**config.mk**
```make
export PLATFORM = sky130hd
export DESIGN_NAME = bbtr_front
export DESIGN_NICKNAME = d
export VERILOG_FILES = /design/src/sv/bbtr_pkg.sv /design/src/sv/bbtr_front.sv
export SDC_FILE = /design/constraint.sdc
export NUM_CORES = 1
export LEC_CHECK = 0
export ABC_AREA = 1
export BUFFER_PORTS_ARGS = -buffer_cell sky130_fd_sc_hd__clkbuf_2
export CAP_MARGIN = 15
export CORE_UTILIZATION = 35
export CTS_CLUSTER_SIZE = 28
export DETAILED_ROUTE_END_ITERATION = 10
export PLACE_DENSITY = 0.63
export SYNTH_ARGS = -nofsm -noshare
export SYNTH_HDL_FRONTEND = slang
export SYNTH_SLANG_ARGS = --single-unit
```
**constraint.sdc**
```tcl
create_clock -name clk_i -period 4.5 [get_ports clk_i]
set_clock_uncertainty 0.2 [all_clocks]
set_input_delay 0 -clock clk_i [delete_from_list [all_inputs] [get_ports clk_i]]
set_output_delay 0 -clock clk_i [all_outputs]
set_load 0.01 [all_outputs]
```
**src/sv/bbtr_pkg.sv**
```systemverilog
// ----------------------------------------------------------------------------
// bbtr_pkg
// Shared types and constants of the binary block threshold reducer.
// ----------------------------------------------------------------------------
package bbtr_pkg;

  // defaults for the top level parameters
  localparam int unsigned MAX_WIDTH_DEF = 4096;
  localparam int unsigned MAX_BLOCK_DEF = 64;

  // fixed field widths
  localparam int unsigned CNT_W     = 13;
  localparam int unsigned CRD_W     = 12;
  localparam int unsigned DIM_W     = 13;
  localparam int unsigned BSZ_W     = 7;
  localparam int unsigned CFG_IDX_W = 2;
  localparam int unsigned CFG_DAT_W = 13;

  localparam int unsigned HEIGHT_LIMIT = 4096;
  localparam logic [CNT_W-1:0] COUNT_MAX = {CNT_W{1'b1}};

  localparam int unsigned QUEUE_DEPTH = 4;

  // reset values of the configuration registers
  localparam logic [DIM_W-1:0] WIDTH_RST     = DIM_W'(640);
  localparam logic [DIM_W-1:0] HEIGHT_RST    = DIM_W'(480);
  localparam logic [BSZ_W-1:0] BSIZE_RST     = BSZ_W'(8);
  localparam logic [CNT_W-1:0] THRESHOLD_RST = CNT_W'(32);

  typedef enum logic [CFG_IDX_W-1:0] {
    REG_IMAGE_WIDTH    = 2'd0,
    REG_IMAGE_HEIGHT   = 2'd1,
    REG_BLOCK_SIZE     = 2'd2,
    REG_MASS_THRESHOLD = 2'd3
  } cfg_reg_e;

  // segment operation handed from the front to the back, default column width
  typedef struct packed {
    logic [11:0]      col;
    logic [CRD_W-1:0] row;
    logic [CNT_W-1:0] run;
    logic             first;
    logic             bottom;
    logic             last;
  } op_t;

endpackage

```
**src/sv/bbtr_front.sv**
```systemverilog
// ----------------------------------------------------------------------------
// bbtr_front
// Raster position tracking and row segment counting; one operation per
// finished block row segment goes to the queue.
// ----------------------------------------------------------------------------
module bbtr_front
  import bbtr_pkg::*;
#(
  parameter int unsigned MAX_WIDTH = MAX_WIDTH_DEF,
  parameter int unsigned MAX_BLOCK = MAX_BLOCK_DEF,
  parameter type         seg_op_t  = op_t,
  localparam int unsigned XW = $clog2(MAX_WIDTH),
  localparam int unsigned BW = $clog2(MAX_BLOCK)
) (
  input  logic             clk_i,
  input  logic             rst_ni,
  input  logic             pix_valid_i,
  input  logic             pix_value_i,
  output logic             pix_ready_o,
  input  logic [XW-1:0]    w_last_i,
  input  logic [CRD_W-1:0] h_last_i,
  input  logic [BW-1:0]    bs_last_i,
  output logic             push_o,
  output seg_op_t          op_o,
  input  logic             full_i
);

  logic [XW-1:0]    px_q, px_d;
  logic [CRD_W-1:0] py_q, py_d;
  logic [BW-1:0]    ox_q, ox_d;
  logic [BW-1:0]    oy_q, oy_d;
  logic [XW-1:0]    bcol_q, bcol_d;
  logic [CRD_W-1:0] brow_q, brow_d;
  logic [CNT_W-1:0] run_q, run_d;
  logic [CNT_W-1:0] run_next;
  logic             accept;
  logic             row_end, col_end, seg_end, blk_bottom;

  assign pix_ready_o = !full_i;
  assign accept      = pix_valid_i && !full_i;

  assign row_end    = px_q >= w_last_i;
  assign col_end    = py_q >= h_last_i;
  assign seg_end    = row_end || (ox_q >= bs_last_i);
  assign blk_bottom = col_end || (oy_q >= bs_last_i);

  assign run_next = (pix_value_i && run_q != COUNT_MAX) ? run_q + CNT_W'(1) : run_q;

  always_comb begin
    op_o        = '0;
    op_o.col    = bcol_q;
    op_o.row    = brow_q;
    op_o.run    = run_next;
    op_o.first  = (oy_q == '0);
    op_o.bottom = blk_bottom;
    op_o.last   = row_end && col_end;
  end

  assign push_o = accept && seg_end;

  always_comb begin
    px_d   = px_q;
    py_d   = py_q;
    ox_d   = ox_q;
    oy_d   = oy_q;
    bcol_d = bcol_q;
    brow_d = brow_q;
    run_d  = run_q;
    if (accept) begin
      run_d = seg_end ? '0 : run_next;
      if (row_end) begin
        px_d   = '0;
        ox_d   = '0;
        bcol_d = '0;
        if (col_end) begin
          py_d   = '0;
          oy_d   = '0;
          brow_d = '0;
        end else begin
          py_d = py_q + CRD_W'(1);
          if (oy_q >= bs_last_i) begin
            oy_d   = '0;
            brow_d = brow_q + CRD_W'(1);
          end else begin
            oy_d = oy_q + BW'(1);
          end
        end
      end else begin
        px_d = px_q + XW'(1);
        if (ox_q >= bs_last_i) begin
          ox_d   = '0;
          bcol_d = bcol_q + XW'(1);
        end else begin
          ox_d = ox_q + BW'(1);
        end
      end
    end
  end

  always_ff @(posedge clk_i or negedge rst_ni) begin
    if (!rst_ni) begin
      px_q   <= '0;
      py_q   <= '0;
      ox_q   <= '0;
      oy_q   <= '0;
      bcol_q <= '0;
      brow_q <= '0;
      run_q  <= '0;
    end else begin
      px_q   <= px_d;
      py_q   <= py_d;
      ox_q   <= ox_d;
      oy_q   <= oy_d;
      bcol_q <= bcol_d;
      brow_q <= brow_d;
      run_q  <= run_d;
    end
  end

endmodule

```
---- Word-level counts from Yosys, hierarchy flattened ----
Index checks and enable logic that the tools add are counted.
word-level totals
  flip-flop bits (word level) ............. 73
  output and inout bits ................... 42
cells by class
  add/subtract/negate cells ............... 7
  magnitude comparators ................... 4
  eq/ne operators ......................... 1
  muxes and demuxes ....................... 12
  reduce and logical (&&, ||, !) cells .... 13
operators by type and width
  operator                 number
  $mux W12                 6
  $add A12 B1 Y12 const B  4
  $mux W13                 2
  $ge A12 B12 Y1           2
  $mux W6                  4
  $add A13 B1 Y13 const B  1
  $ne A13 B13 Y1 const B   1
  $add A6 B1 Y6 const B    2
  $ge A6 B6 Y1             2
  $logic_not A6 Y1         1
  $logic_and A1 B1 Y1      4
  $reduce_and A2 Y1        2
  $reduce_bool A2 Y1       2
  $reduce_and A3 Y1        1
  $logic_or A1 B1 Y1       2
  $logic_not A1 Y1         1

---- Logic depth before layout (Yosys ltp) ----
  depth after elaboration ................. 4
  depth in mapped cells ................... 13
  depth with buffers taken out ............ 12

---- Worst setup path before layout ----
Ideal clock, no wire load.
  path type ............................... register -> register
  start point ............................. register px_q[11]
  end point ............................... register brow_q[11]
  library setup time ...................... 0.065 ns
  arrival ................................. 1.644 ns
  setup slack ............................. 2.592 ns
  stages on the path, launching flop included .. 11
  path buffers ............................ 1
  period minus slack after synthesis ...... 1.908 ns
  path through ............................ dfrtp_1 > ha_1 > nand2_1 > nor2_2 > nand2_1 > nor2_2 > nand2_2 > a21oi_4 > buf_6 > nand3_1 > nand2_1
between the ends
  longest elaborated chain between the ends .. 2
ends and longest elaborated chain
  element                      RTL line           text
  from (decl)                  bbtr_front.sv:28   logic [XW-1:0] px_q, px_d;
  from (signal assigned)       bbtr_front.sv:110  px_q <= px_d;
  $ge A12 B12 Y1               bbtr_front.sv:42   assign row_end = px_q >= w_last_i;
  $reduce_and A3 Y1 (no line)  n/a
  to (signal assigned)         bbtr_front.sv:115  brow_q <= brow_d;
  to (decl)                    bbtr_front.sv:33   logic [CRD_W-1:0] brow_q, brow_d;
Every way passes these cells.
A chain may end at the register's enable or synchronous reset.

---- Worst setup path after layout ----
  start point ............................. register px_q[6]
  end point ............................... output push_o
between the ends
  longest elaborated chain between the ends .. 3
ends and longest elaborated chain
  element              RTL line          text
  $ge A12 B12 Y1       bbtr_front.sv:42
  $logic_or A1 B1 Y1   bbtr_front.sv:44  assign seg_end = row_end || (ox_q >= bs_last_i);
  $logic_and A1 B1 Y1  bbtr_front.sv:59  assign push_o = accept && seg_end;
  to (decl)            bbtr_front.sv:23  output logic push_o,
Every way passes these cells.

==> flow_metrics.py <==
metrics = {
    "layout": {
        "regArea_sq_um": 1830,
        "multiInputGateArea_sq_um": 3140,
        "antenna_cells": 0,
        "layout-drive-gt1-share_pct": 13.0,
        "fin_nets": 980,
        "syn2layout_area_growth_pct": 14.9,
        "layout_commonest_cell": "nand2_1",
        "fill_cells": 1667,
        "final_cell_mix": "nand2_1 (304), inv_1 (112), nor2_1 (90)",
        "design_area_sq_um": 6380,
        "postLayoutCoreUtil_pct": 41.5,
    },
    "worst_hold_path": {
        "hold_depth": 3,
        "hold_class": "in -> out",
        "min-delay-start": "full_i",
        "hold_end": "pix_ready_o",
    },
    "critical_path": {
        "worstPathArrival_ns": 2.74,
        "reg2reg_depth": 11,
        "crit_chain": "ha_1 > nand2_1 > inv_1 > nand2_1 > nor2_1 > nor2_2 > nand3_2 > nand2_1 > inv_1 > clkbuf_2",
        "crit_slowest_cell": "dfrtp_1",
        "cpMostUsedCell": "nand2_1",
        "r2r_end": "brow_q[10]",
        "cp-start-kind": "flop",
        "crit-reg2reg-launch": "oy_q[0]",
        "rrSetupSlack_ns": 1.62,
        "crit_type": "reg -> out",
        "cpPeakStageDelay_ns": 0.45,
        "crit_path_max_fanout": 13,
        "end_kind": "output port",
        "crit_required_ns": 4.30,
    },
    "yosys": {
        "syn_nets": 910,
        "synth.area.mux_share_pct": 0,
        "synth_area_per_cell_sq_um": 6.69,
        "synth_seq_cells": 73,
        "yosys_warnings": 0,
        "yosys_most_used_dff": "dfrtp_1",
        "synth_compound_area_share_pct": 3.65,
        "synth_xor_xnor_area_share_pct": 5.67,
        "synth_simple_gate_area_share_pct": 37.3,
        "synth_top_family_by_area": "simple AND/OR/NAND/NOR gates",
        "syn_inst": 831,
        "ys_seq_area_share_pct": 32.9,
        "synth-edff-count": 0,
        "async_reset_ff_share_pct": 100,
        "synth_fa_ha_area_share_pct": 9.91,
        "ys_types": 28,
        "synth_area_sq_um": 5560,
    },
    "sta": {
        "fin_crit_sh_pct": 65.2,
        "slew_violations": 0,
        "fin_setup_tns_ns": 0,
        "max_slew_margin_pct": 35.0,
        "fmax_mhz": 341,
        "fin_ws_ns": 1.56,
        "rsz0062_at_grt": "false",
        "period_needed_ns": 2.94,
        "tightest_slew_ns": 0.975,
        "setup_viol": 0,
        "hold_viol_final": 0,
    },
    "place": {
        "dp_slack_ns": 1.63,
        "post_dp_cell_area_sq_um": 6070,
        "port_buffers": 76,
        "dp_hpwl_microns": 9310,
        "globalplace.congestion": 0.811,
    },
    "clock_tree": {
        "numCtsBuffers": 9,
        "cts_setup_buffers": 0,
        "root_buffer": "clkbuf_16",
        "clk_latency_ns": 0.35,
        "cts-resized-gates": 0,
        "cts_hold_buf": 2,
        "h-tree-depth": 3,
        "cts_buffer_depth": 2,
        "cts_tree": "yes",
        "clk_pin_slew_worst_paths_ns": 0.06,
        "clock_sinks": 73,
    },
    "route": {
        "drc": 0,
        "drtPass1Iterations": 5,
        "drt_iter0_markers": 253,
        "drt-wirelength-per-cell_microns": 11.5,
        "routed_via_density": 4.55,
        "vias": 5079,
        "routed_wl_microns": 12900,
        "ant_nets": 0,
    },
    "floorplan": {
        "pin_count": 77,
        "die_h_microns": 128,
        "coreArea_sq_um": 15400,
        "start_util_pct": 36.1,
        "rows": 45,
        "die_w_microns": 128,
        "die-area_sq_um": 16400,
    },
    "power": {
        "p_sw_mw": 1.01,
        "p_int_mw": 1.55,
        "leakage_nw": 3.58,
        "vdd_drop_max_uv": 221,
        "p_clk_share_pct": 28.0,
        "seqPwrFrac_pct": 38.6,
        "pwr_density_cell_nw_per_um2": 401,
        "swShare_pct": 39.4,
        "comb_power_share_pct": 33.4,
        "p_total_mw": 2.56,
    },
    "global_routing": {
        "grt_antenna_before_repair": 0,
        "grt_usage_pct": 17.0,
        "grt_pass1_wl_microns": 22200,
        "grt_max_degree": 74,
        "first_global_vias": 4709,
        "grt.overflow.total": 0,
    },
    "run": {
        "maxCapViolCount": 0,
    },
    "status": {
        "status": "completed",
    },
}
## power groups by stage
stage	sequential, mW	clock, mW	combinational [mW]
final	0.988	0.717	0.857
after detailed placement	0.996	0	0.862
after CTS	0.987	0.740	0.871
after global routing	1.01	0.763	1.02
after floorplan	0.951	0	0.656
after global placement	0.995	0	0.852
## critical path: cells and delay by family (launching register included)
kind                     cells  cell delay [ns]
adder cells (fa/ha/maj)      1             0.30
flip-flops                   1             0.45
buffers and inverters        3             0.44
AND/OR/NAND/NOR              6             1.19
## Yosys cell counts, types with 4 or more instances
| cell type | instances | area share (%) |
|---|---|---|
| nand2_2 | 6 | 0.68 |
| ha_1 | 44 | 9.9 |
| dfrtp_1 | 73 | 33 |
| o21ai_0 | 16 | 1.4 |
| xnor2_1 | 8 | 1.3 |
| nor2_2 | 7 | 0.79 |
| nand2_1 | 304 | 21 |
| buf_4 | 4 | 0.54 |
| nand4_1 | 17 | 1.9 |
| buf_2 | 8 | 0.72 |
| inv_2 | 8 | 0.54 |
| nor2_1 | 90 | 6.1 |
| a21oi_1 | 12 | 1.1 |
| nor3_1 | 13 | 1.2 |
| xor2_1 | 28 | 4.4 |
| buf_6 | 5 | 1.0 |
| inv_1 | 112 | 7.6 |
| nand3_1 | 62 | 5.6 |
## worst max path at each step
stage / startpoint / end / slack (ns) / cells after the start
global placement: oy_q[0] / brow_q[0] / 1.56 / 11
finish: px_q[6] / push_o / 1.56 / 10
detailed placement: oy_q[0] / brow_q[2] / 1.63 / 11
global route: oy_q[0] / brow_q[2] / 1.30 / 11
CTS: px_q[11] / push_o / 1.52 / 10
floorplan: px_q[11] / brow_q[11] / 2.59 / 10
## cell type report
type / instances / area share, %
tap: 211 / 4.14
multi-input combinational: 618 / 49.2
clock buffer: 11 / 3.65
sequential: 73 / 28.6
inverter: 120 / 7.06
clock inverter: 5 / 0.882
timing repair buffer: 79 / 6.43
## metal layers
metal / wire length (microns) / vias to the layer above / GRT usage (%)
li1: - / 2712 / -
met1: 6240 / 2266 / 22.4
met2: 5920 / 91 / 28.0
met3: 596 / 10 / 3.84
met4: 138 / 0 / 4.71
met5: 0 / - / 0
## logic make-up (layout without fill, tap and decap cells)
group / count (synthesis) / in the layout
AND/OR/NAND/NOR: 503 / 503
buffers and inverters: 140 / 215
flip-flops: 73 / 73
adder cells (fa/ha/maj): 44 / 44
XOR/XNOR: 36 / 36
AO/OA/AOI/OAI: 35 / 35
## through the flow
step,hold WS [ns],instances
final,0.0349,1117
after global routing,0.0447,1117
after CTS,0.0376,1117
after detailed placement,0.0241,1099
after global placement,0.0286,1099
after floorplan,-0.496,831
## state kept, by name, indices dropped and copies added, names as in the netlist
register,cells
py_q,12
ox_q,6
px_q,12
bcol_q,12
run_q,13
brow_q,12
oy_q,6
No activity file was read; power rests on OpenSTA's default activity.
