[src/sv/bbtr_pkg.sv]
// ----------------------------------------------------------------------------
// bbtr_pkg
// Shared types and constants of the binary block threshold reducer.
// ----------------------------------------------------------------------------
package bbtr_pkg;

  // defaults for the top level parameters
  localparam int unsigned MAX_WIDTH_DEF = 4096;
  localparam int unsigned MAX_BLOCK_DEF = 64;

  // fixed field widths
  localparam int unsigned CNT_W     = 13;
  localparam int unsigned CRD_W     = 12;
  localparam int unsigned DIM_W     = 13;
  localparam int unsigned BSZ_W     = 7;
  localparam int unsigned CFG_IDX_W = 2;
  localparam int unsigned CFG_DAT_W = 13;

  localparam int unsigned HEIGHT_LIMIT = 4096;
  localparam logic [CNT_W-1:0] COUNT_MAX = {CNT_W{1'b1}};

  localparam int unsigned QUEUE_DEPTH = 4;

  // reset values of the configuration registers
  localparam logic [DIM_W-1:0] WIDTH_RST     = DIM_W'(640);
  localparam logic [DIM_W-1:0] HEIGHT_RST    = DIM_W'(480);
  localparam logic [BSZ_W-1:0] BSIZE_RST     = BSZ_W'(8);
  localparam logic [CNT_W-1:0] THRESHOLD_RST = CNT_W'(32);

  typedef enum logic [CFG_IDX_W-1:0] {
    REG_IMAGE_WIDTH    = 2'd0,
    REG_IMAGE_HEIGHT   = 2'd1,
    REG_BLOCK_SIZE     = 2'd2,
    REG_MASS_THRESHOLD = 2'd3
  } cfg_reg_e;

  // segment operation handed from the front to the back, default column width
  typedef struct packed {
    logic [11:0]      col;
    logic [CRD_W-1:0] row;
    logic [CNT_W-1:0] run;
    logic             first;
    logic             bottom;
    logic             last;
  } op_t;

endpackage

[src/sv/bbtr_fifo.sv]
// ----------------------------------------------------------------------------
// bbtr_fifo
// Short operation queue between the front and the back.
// ----------------------------------------------------------------------------
module bbtr_fifo
  import bbtr_pkg::*;
#(
  parameter int unsigned DEPTH    = QUEUE_DEPTH,
  parameter type         seg_op_t = op_t,
  localparam int unsigned PW = $clog2(DEPTH),
  localparam int unsigned CW = $clog2(DEPTH + 1)
) (
  input  logic    clk_i,
  input  logic    rst_ni,
  input  logic    push_i,
  input  seg_op_t data_i,
  output logic    full_o,
  input  logic    pop_i,
  output logic    empty_o,
  output seg_op_t data_o
);

  seg_op_t       entry_q [DEPTH];
  logic [PW-1:0] wr_q, wr_d;
  logic [PW-1:0] rd_q, rd_d;
  logic [CW-1:0] cnt_q, cnt_d;
  logic          do_push, do_pop;

  assign full_o  = (cnt_q == CW'(DEPTH));
  assign empty_o = (cnt_q == '0);
  assign data_o  = entry_q[rd_q];

  assign do_push = push_i && !full_o;
  assign do_pop  = pop_i && !empty_o;

  always_comb begin
    wr_d  = wr_q;
    rd_d  = rd_q;
    cnt_d = cnt_q;
    if (do_push) begin
      wr_d = (wr_q == PW'(DEPTH - 1)) ? '0 : wr_q + PW'(1);
    end
    if (do_pop) begin
      rd_d = (rd_q == PW'(DEPTH - 1)) ? '0 : rd_q + PW'(1);
    end
    if (do_push && !do_pop) begin
      cnt_d = cnt_q + CW'(1);
    end else if (do_pop && !do_push) begin
      cnt_d = cnt_q - CW'(1);
    end
  end

  always_ff @(posedge clk_i or negedge rst_ni) begin
    if (!rst_ni) begin
      wr_q  <= '0;
      rd_q  <= '0;
      cnt_q <= '0;
    end else begin
      wr_q  <= wr_d;
      rd_q  <= rd_d;
      cnt_q <= cnt_d;
    end
  end

  always_ff @(posedge clk_i) begin
    if (do_push) begin
      entry_q[wr_q] <= data_i;
    end
  end

endmodule

[config.mk]
export PLATFORM = sky130hd
export DESIGN_NAME = bbtr_fifo
export DESIGN_NICKNAME = d
export VERILOG_FILES = /design/src/sv/bbtr_pkg.sv /design/src/sv/bbtr_fifo.sv
export SDC_FILE = /design/constraint.sdc
export NUM_CORES = 1
export LEC_CHECK = 0
export BUFFER_PORTS_ARGS = -buffer_cell sky130_fd_sc_hd__clkbuf_2
export CAP_MARGIN = 20
export CORE_MARGIN = 3
export CORE_UTILIZATION = 45
export CTS_BUF_LIST = sky130_fd_sc_hd__clkbuf_4 sky130_fd_sc_hd__clkbuf_8
export DETAILED_ROUTE_END_ITERATION = 7
export GPL_ROUTABILITY_DRIVEN = 0
export GPL_TIMING_DRIVEN = 1
export PLACE_DENSITY = 0.74
export SLEW_MARGIN = 15
export SYNTH_ARGS = -nofsm -noshare
export SYNTH_HDL_FRONTEND = slang
export SYNTH_SLANG_ARGS = --single-unit
[constraint.sdc]
create_clock -name clk_i -period 2.63 [get_ports clk_i]
set_input_delay 0.526 -clock clk_i [delete_from_list [all_inputs] [get_ports clk_i]]
set_output_delay 0.526 -clock clk_i [all_outputs]
set_load 0.03 [all_outputs]
* Word-level counts from Yosys, hierarchy flattened *
Memory sizes are Yosys's and may differ from the RTL's.
Index checks and enable logic that the tools add are counted.

cells by class
  $add $sub $neg = 4
  eq/ne operators = 3
  mux-type cells = 6
  reduce and logical (&&, ||, !) cells = 10

operator list
  cell                                                                 number
  3-bit 2-to-1 mux                                                     2
  2-bit by 1-bit adder with 2-bit output (second input constant)       2
  2-bit == test (second input constant)                                2
  1-bit logical AND                                                    4
  1-bit logical NOT                                                    4
  2-bit 2-to-1 mux                                                     2
  3-bit by 1-bit adder with 3-bit output (second input constant)       1
  3-bit == test (second input constant)                                1
  3-bit logical NOT                                                    1
  3-bit by 1-bit subtractor with 3-bit output (second input constant)  1
  1-bit 2-to-1 mux                                                     2
  2-bit nonzero test                                                   1

word-level totals
  flip-flop bits (word level) = 7
  bits in writable memories = 160
  bits of input ports = 44
  output and inout port bits = 42
  word-level logic and storage cells = 27
  memories kept = 1

memory list
  name     depth  width  read ports  clocked after Yosys merged registers in  wr ports  line             text
  entry_q  4      40     1           0                                        1         bbtr_fifo.sv:23  seg_op_t entry_q [DEPTH];

* Depth between registers and ports, before layout *
  word-level depth = 7
  depth in mapped cells = 9

* Worst setup path before layout *
Ideal clock, no wire load.

  kind = register to register
  start point = reg cnt_q[2]
  end point = mem entry_q[0][0] in the netlist's numbering (enable)
  data arrival time = 1.901 ns
  setup slack = 0.328 ns
  stages on the path, launching flop included = 5
  path buffers = 1
  path through = dfrtp_1 -> nor3b_2 -> nor2b_1 -> buf_2 -> and2_1

between the ends
  word-level cells in the longest chain between the ends = 5

ends and longest elaborated chain
  item                                    line             text
  start, declared                         bbtr_fifo.sv:26  logic [CW-1:0] cnt_q, cnt_d;
  start signal, assigned                  bbtr_fifo.sv:61  cnt_q <= cnt_d;
  3-bit == test                           bbtr_fifo.sv:29  assign full_o = (cnt_q == CW'(DEPTH));
  via full_o                              bbtr_fifo.sv:17  output logic full_o,
  1-bit logical NOT                       bbtr_fifo.sv:33  assign do_push = push_i && !full_o;
  1-bit logical AND                       bbtr_fifo.sv:33
  via do_push                             bbtr_fifo.sv:27  logic do_push, do_pop;
  1-bit 2-to-1 mux                        bbtr_fifo.sv:66  if (do_push) begin
  1-bit 2-to-1 mux (implied by the code)  bbtr_fifo.sv:67  entry_q[wr_q] <= data_i;
  end, declared                           bbtr_fifo.sv:23

The timed path passes the listed nets, and every way through them passes these cells.

==> reports/summary.log <==
INFO  synth          synth.distinct_cells=20
INFO  synth          yosysWarningCount=0
INFO  critical_path  critical_path.max_fanout=21
INFO  cts            clock_latency=440ps
INFO  placed_design  place_hpwl=6650um
INFO  power          powerDensity=1170nW/um2
INFO  placed_design  port-buffer-count=85
INFO  synth          synthesis.area_per_instance=25.1um2
INFO  status         outcome=finished clean
INFO  power          power.clock.fraction=19.7%
INFO  timing         finalSetupViolCount=0
INFO  floorplanning  ios=86
INFO  global_routing globalRouteOverflowTotal=0
INFO  cells_and_area fillCellCount=1,025
INFO  timing         worst_pin_slew=507ps
INFO  cts            cts.reportedPaths.clkPinSlew=90ps
INFO  global_routing grt_start_max_net_pins=35
INFO  timing         timing.setup.tns=0ps
INFO  timing         final_min_period_over_clock_period=94.6%
INFO  routing        viasPerCell=5.23
INFO  synth          post_synth_instance_area=6210um2
INFO  cts            cts_root_buf=sky130_fd_sc_hd__clkbuf_8
INFO  cells_and_area final_nets=403
INFO  critical_path  worst-endpoint-required=2100ps
INFO  critical_path  worst_setup_path_start_kind=flop
INFO  power          total_switching_power=0.00300W
INFO  timing         hold_viol=0
INFO  global_routing grt_pass1_vias=3,057
INFO  cts            cts-buffers-inserted=17
INFO  synth          syn_nets=298
INFO  synth          netlist_instances=247
INFO  global_routing antenna_found_initial=0
INFO  synth          yosysSeqAreaShare=80.2%
INFO  cells_and_area area_delta_synth_final=18.3%
INFO  cts            clock_path_buffers=2
INFO  power          power.ir.vdd_worst=624uV
INFO  timing         final_max_slew_viol_count=0
INFO  cells_and_area final_layout_size_suffix_gt1_share=48.2%
INFO  cts            number_of_h_tree_levels=4
INFO  cells_and_area post_route_standard_cell_area_excluding_fillers=7340um2
INFO  cells_and_area final-seq-area=4990um2
INFO  routing        detail_route.iter0.violations=205
INFO  cells_and_area multiInputGateArea=1160um2
INFO  synth          ys_ff_latch=167
INFO  timing         achievable-frequency=402MHz
INFO  timing         fin_worst_skew=9.57ps
INFO  cts            cts_tree=built
INFO  power          share_seq_of_total_power=43.9%
INFO  cts            cts_sinks=167
INFO  floorplanning  core_region_area=13,300um2
INFO  floorplanning  initial_core_utilization=46.5%
INFO  job            max_cap_violations=0
INFO  hold_path      timing.hold.worst.class=in2reg
INFO  power          power_report.internal_total=0.00558W
INFO  power          netSwitchingFraction=35.0%
INFO  floorplanning  die_h=123um
INFO  critical_path  critical_path_class=reg2out
INFO  routing        routed-via-count=2,830
INFO  cells_and_area antennaDiodeCount=0
INFO  routing        ant_nets=0
INFO  power          finalPower=0.00858W
INFO  floorplanning  rows=42
INFO  floorplanning  die_w=123um
INFO  routing        routedWlPerCell=19.9um
INFO  critical_path  crit_path_end_kind=primary output
INFO  timing         grt_setup_unrepaired=no
INFO  global_routing first_pass_grt_wire_length=16,900um
INFO  timing         minimum_clock_period_after_layout=2490ps
INFO  placed_design  postPlaceCellArea=6940um2
INFO  floorplanning  fp.dieArea=15,200um2
INFO  power          comb_power_share=36.4%
INFO  global_routing global_route.usage.total=15.5%
INFO  routing        first_pass_iters=6
INFO  routing        post-route-drc-count=0
INFO  critical_path  crit_arrival=1960ps
INFO  power          p_leak=2.56nW
INFO  routing        wl=10,800um
INFO  timing         slew_headroom=66.1%
-- sequential cells by signal, indices dropped and copies added (netlist names) --
| name | count |
|---|---|
| cnt_q | 3 |
| entry_q | 160 |
| rd_q | 2 |
| wr_q | 2 |
-- per-layer routing --
metal  track usage (%)  part of all wire (%)
met1              18.9                    41
met2              25.8                    51
met3              5.17                   6.6
met4              5.81                   1.4
met5                 0                     0
-- synth_stat cells --
library cell               number  area share [%]
sky130_fd_sc_hd__mux2_4         2            0.48
sky130_fd_sc_hd__mux4_2        40              15
sky130_fd_sc_hd__xnor2_1        1            0.14
sky130_fd_sc_hd__inv_1          3            0.18
sky130_fd_sc_hd__nor3b_2        1            0.20
sky130_fd_sc_hd__clkbuf_1       1           0.060
sky130_fd_sc_hd__buf_4          4            0.48
sky130_fd_sc_hd__and2_1         4            0.40
sky130_fd_sc_hd__ha_1           6             1.2
sky130_fd_sc_hd__mux2_2         2            0.36
sky130_fd_sc_hd__nor2b_1        1            0.10
sky130_fd_sc_hd__xor2_1         2            0.28
sky130_fd_sc_hd__a21o_1         1            0.12
sky130_fd_sc_hd__fa_1           1            0.32
sky130_fd_sc_hd__nor3_1         2            0.16
sky130_fd_sc_hd__dfrtp_1        7             2.8
sky130_fd_sc_hd__buf_2          6            0.48
sky130_fd_sc_hd__edfxtp_1     160              77
sky130_fd_sc_hd__nor2_1         2            0.12
sky130_fd_sc_hd__o31ai_2        1            0.20
-- stage by stage --
| step | cells | util [%] | hold WS [ps] | setup slack [ps] |
|---|---|---|---|---|
| after CTS | 541 | 55.0 | 270 | 78.5 |
| final | 541 | 55.0 | 296 | 141 |
| after detailed placement | 505 | 52.0 | 371 | 337 |
| after floorplan | 247 | - | 230 | 328 |
| after global placement | 505 | 52.0 | 370 | 448 |
| after global routing | 541 | 55.0 | 270 | 55.0 |
-- cell families after synthesis --
kind of cell / Yosys count / share of synthesized area (%)
AOI/OAI and AO/OA: 2 / 0.322
adders and majority gates: 7 / 1.53
muxes: 44 / 15.4
buffers and inverters: 14 / 1.21
DFF: 167 / 80.2
and+or+nand+nor: 10 / 0.987
xor gates and xnor gates: 3 / 0.423
-- power by group through the flow --
stage	clock, W	combinational (W)	sequential (W)
CTS	0.00173	0.00321	0.00378
floorplan	0	0.00231	0.00370
finish	0.00169	0.00312	0.00377
global placement	0	0.00307	0.00384
detailed placement	0	0.00311	0.00388
global route	0.00185	0.00337	0.00383
-- worst max-delay path, cell delays in order, from the launching register on --
cell and delay (ps):
sky130_fd_sc_hd__dfrtp_4 640, sky130_fd_sc_hd__buf_4 300, sky130_fd_sc_hd__mux4_2 370, sky130_fd_sc_hd__clkbuf_2 210
-- placed cells by master (no fill, tap or decap) --
| cell | count |
|---|---|
| sky130_fd_sc_hd__nor3b_2 | 1 |
| sky130_fd_sc_hd__a21o_1 | 1 |
| sky130_fd_sc_hd__o31ai_2 | 1 |
| sky130_fd_sc_hd__mux2_4 | 2 |
| sky130_fd_sc_hd__nor2b_1 | 1 |
| sky130_fd_sc_hd__xor2_1 | 2 |
| sky130_fd_sc_hd__bufinv_16 | 2 |
| sky130_fd_sc_hd__and2_2 | 4 |
| sky130_fd_sc_hd__clkinv_4 | 4 |
| sky130_fd_sc_hd__mux4_2 | 40 |
| sky130_fd_sc_hd__nor2_1 | 2 |
| sky130_fd_sc_hd__dfrtp_1 | 5 |
| sky130_fd_sc_hd__clkinvlp_4 | 1 |
| sky130_fd_sc_hd__fa_1 | 1 |
| sky130_fd_sc_hd__clkbuf_8 | 17 |
| sky130_fd_sc_hd__dlygate4sd3_1 | 1 |
| sky130_fd_sc_hd__dfrtp_4 | 2 |
| sky130_fd_sc_hd__edfxtp_1 | 160 |
| sky130_fd_sc_hd__ha_1 | 6 |
| sky130_fd_sc_hd__clkbuf_2 | 85 |
| sky130_fd_sc_hd__buf_12 | 6 |
| sky130_fd_sc_hd__inv_1 | 3 |
| sky130_fd_sc_hd__xnor2_1 | 1 |
| sky130_fd_sc_hd__mux2_2 | 2 |
| sky130_fd_sc_hd__clkinv_1 | 4 |
| sky130_fd_sc_hd__buf_4 | 5 |
| sky130_fd_sc_hd__clkinv_2 | 4 |
| sky130_fd_sc_hd__nor3_1 | 2 |
-- area by class of cell --
class / instances / share of cell area (%)
multi-input cells: 66 / 15.8
repair buffers: 97 / 8.07
well taps: 176 / 3.00
clock buffers: 17 / 3.19
clock inverters: 15 / 1.87
inverters: 3 / 0.153
flip-flops and latches: 167 / 67.9
-- final timing paths --
check,startpoint,end,slack (ps),cells after the start
max,rd_q[1]$_DFFE_PN0P_,data_o[30],140,3
min,data_i[14],entry_q[0][14]$_DFFE_PP_,300,1
max reg2reg,cnt_q[2]$_DFFE_PN0P_,cnt_q[2]$_DFFE_PN0P_,350,8
min reg2reg,cnt_q[2]$_DFFE_PN0P_,cnt_q[2]$_DFFE_PN0P_,550,1
max in group asynchronous,rst_ni,rd_q[0]$_DFFE_PN0P_,2010,2
min in group asynchronous,rst_ni,cnt_q[1]$_DFFE_PN0P_,440,2
-- timing repair --
action                                  in CTS  in global routing
gates resized for setup                      1                  0
endpoints found under the setup margin      22                  0
buffers inserted                             3                  0
hold buffers                                 1                  0
endpoints found under the hold margin        7                  0
Note: power is estimated with default switching activity, not from simulation.
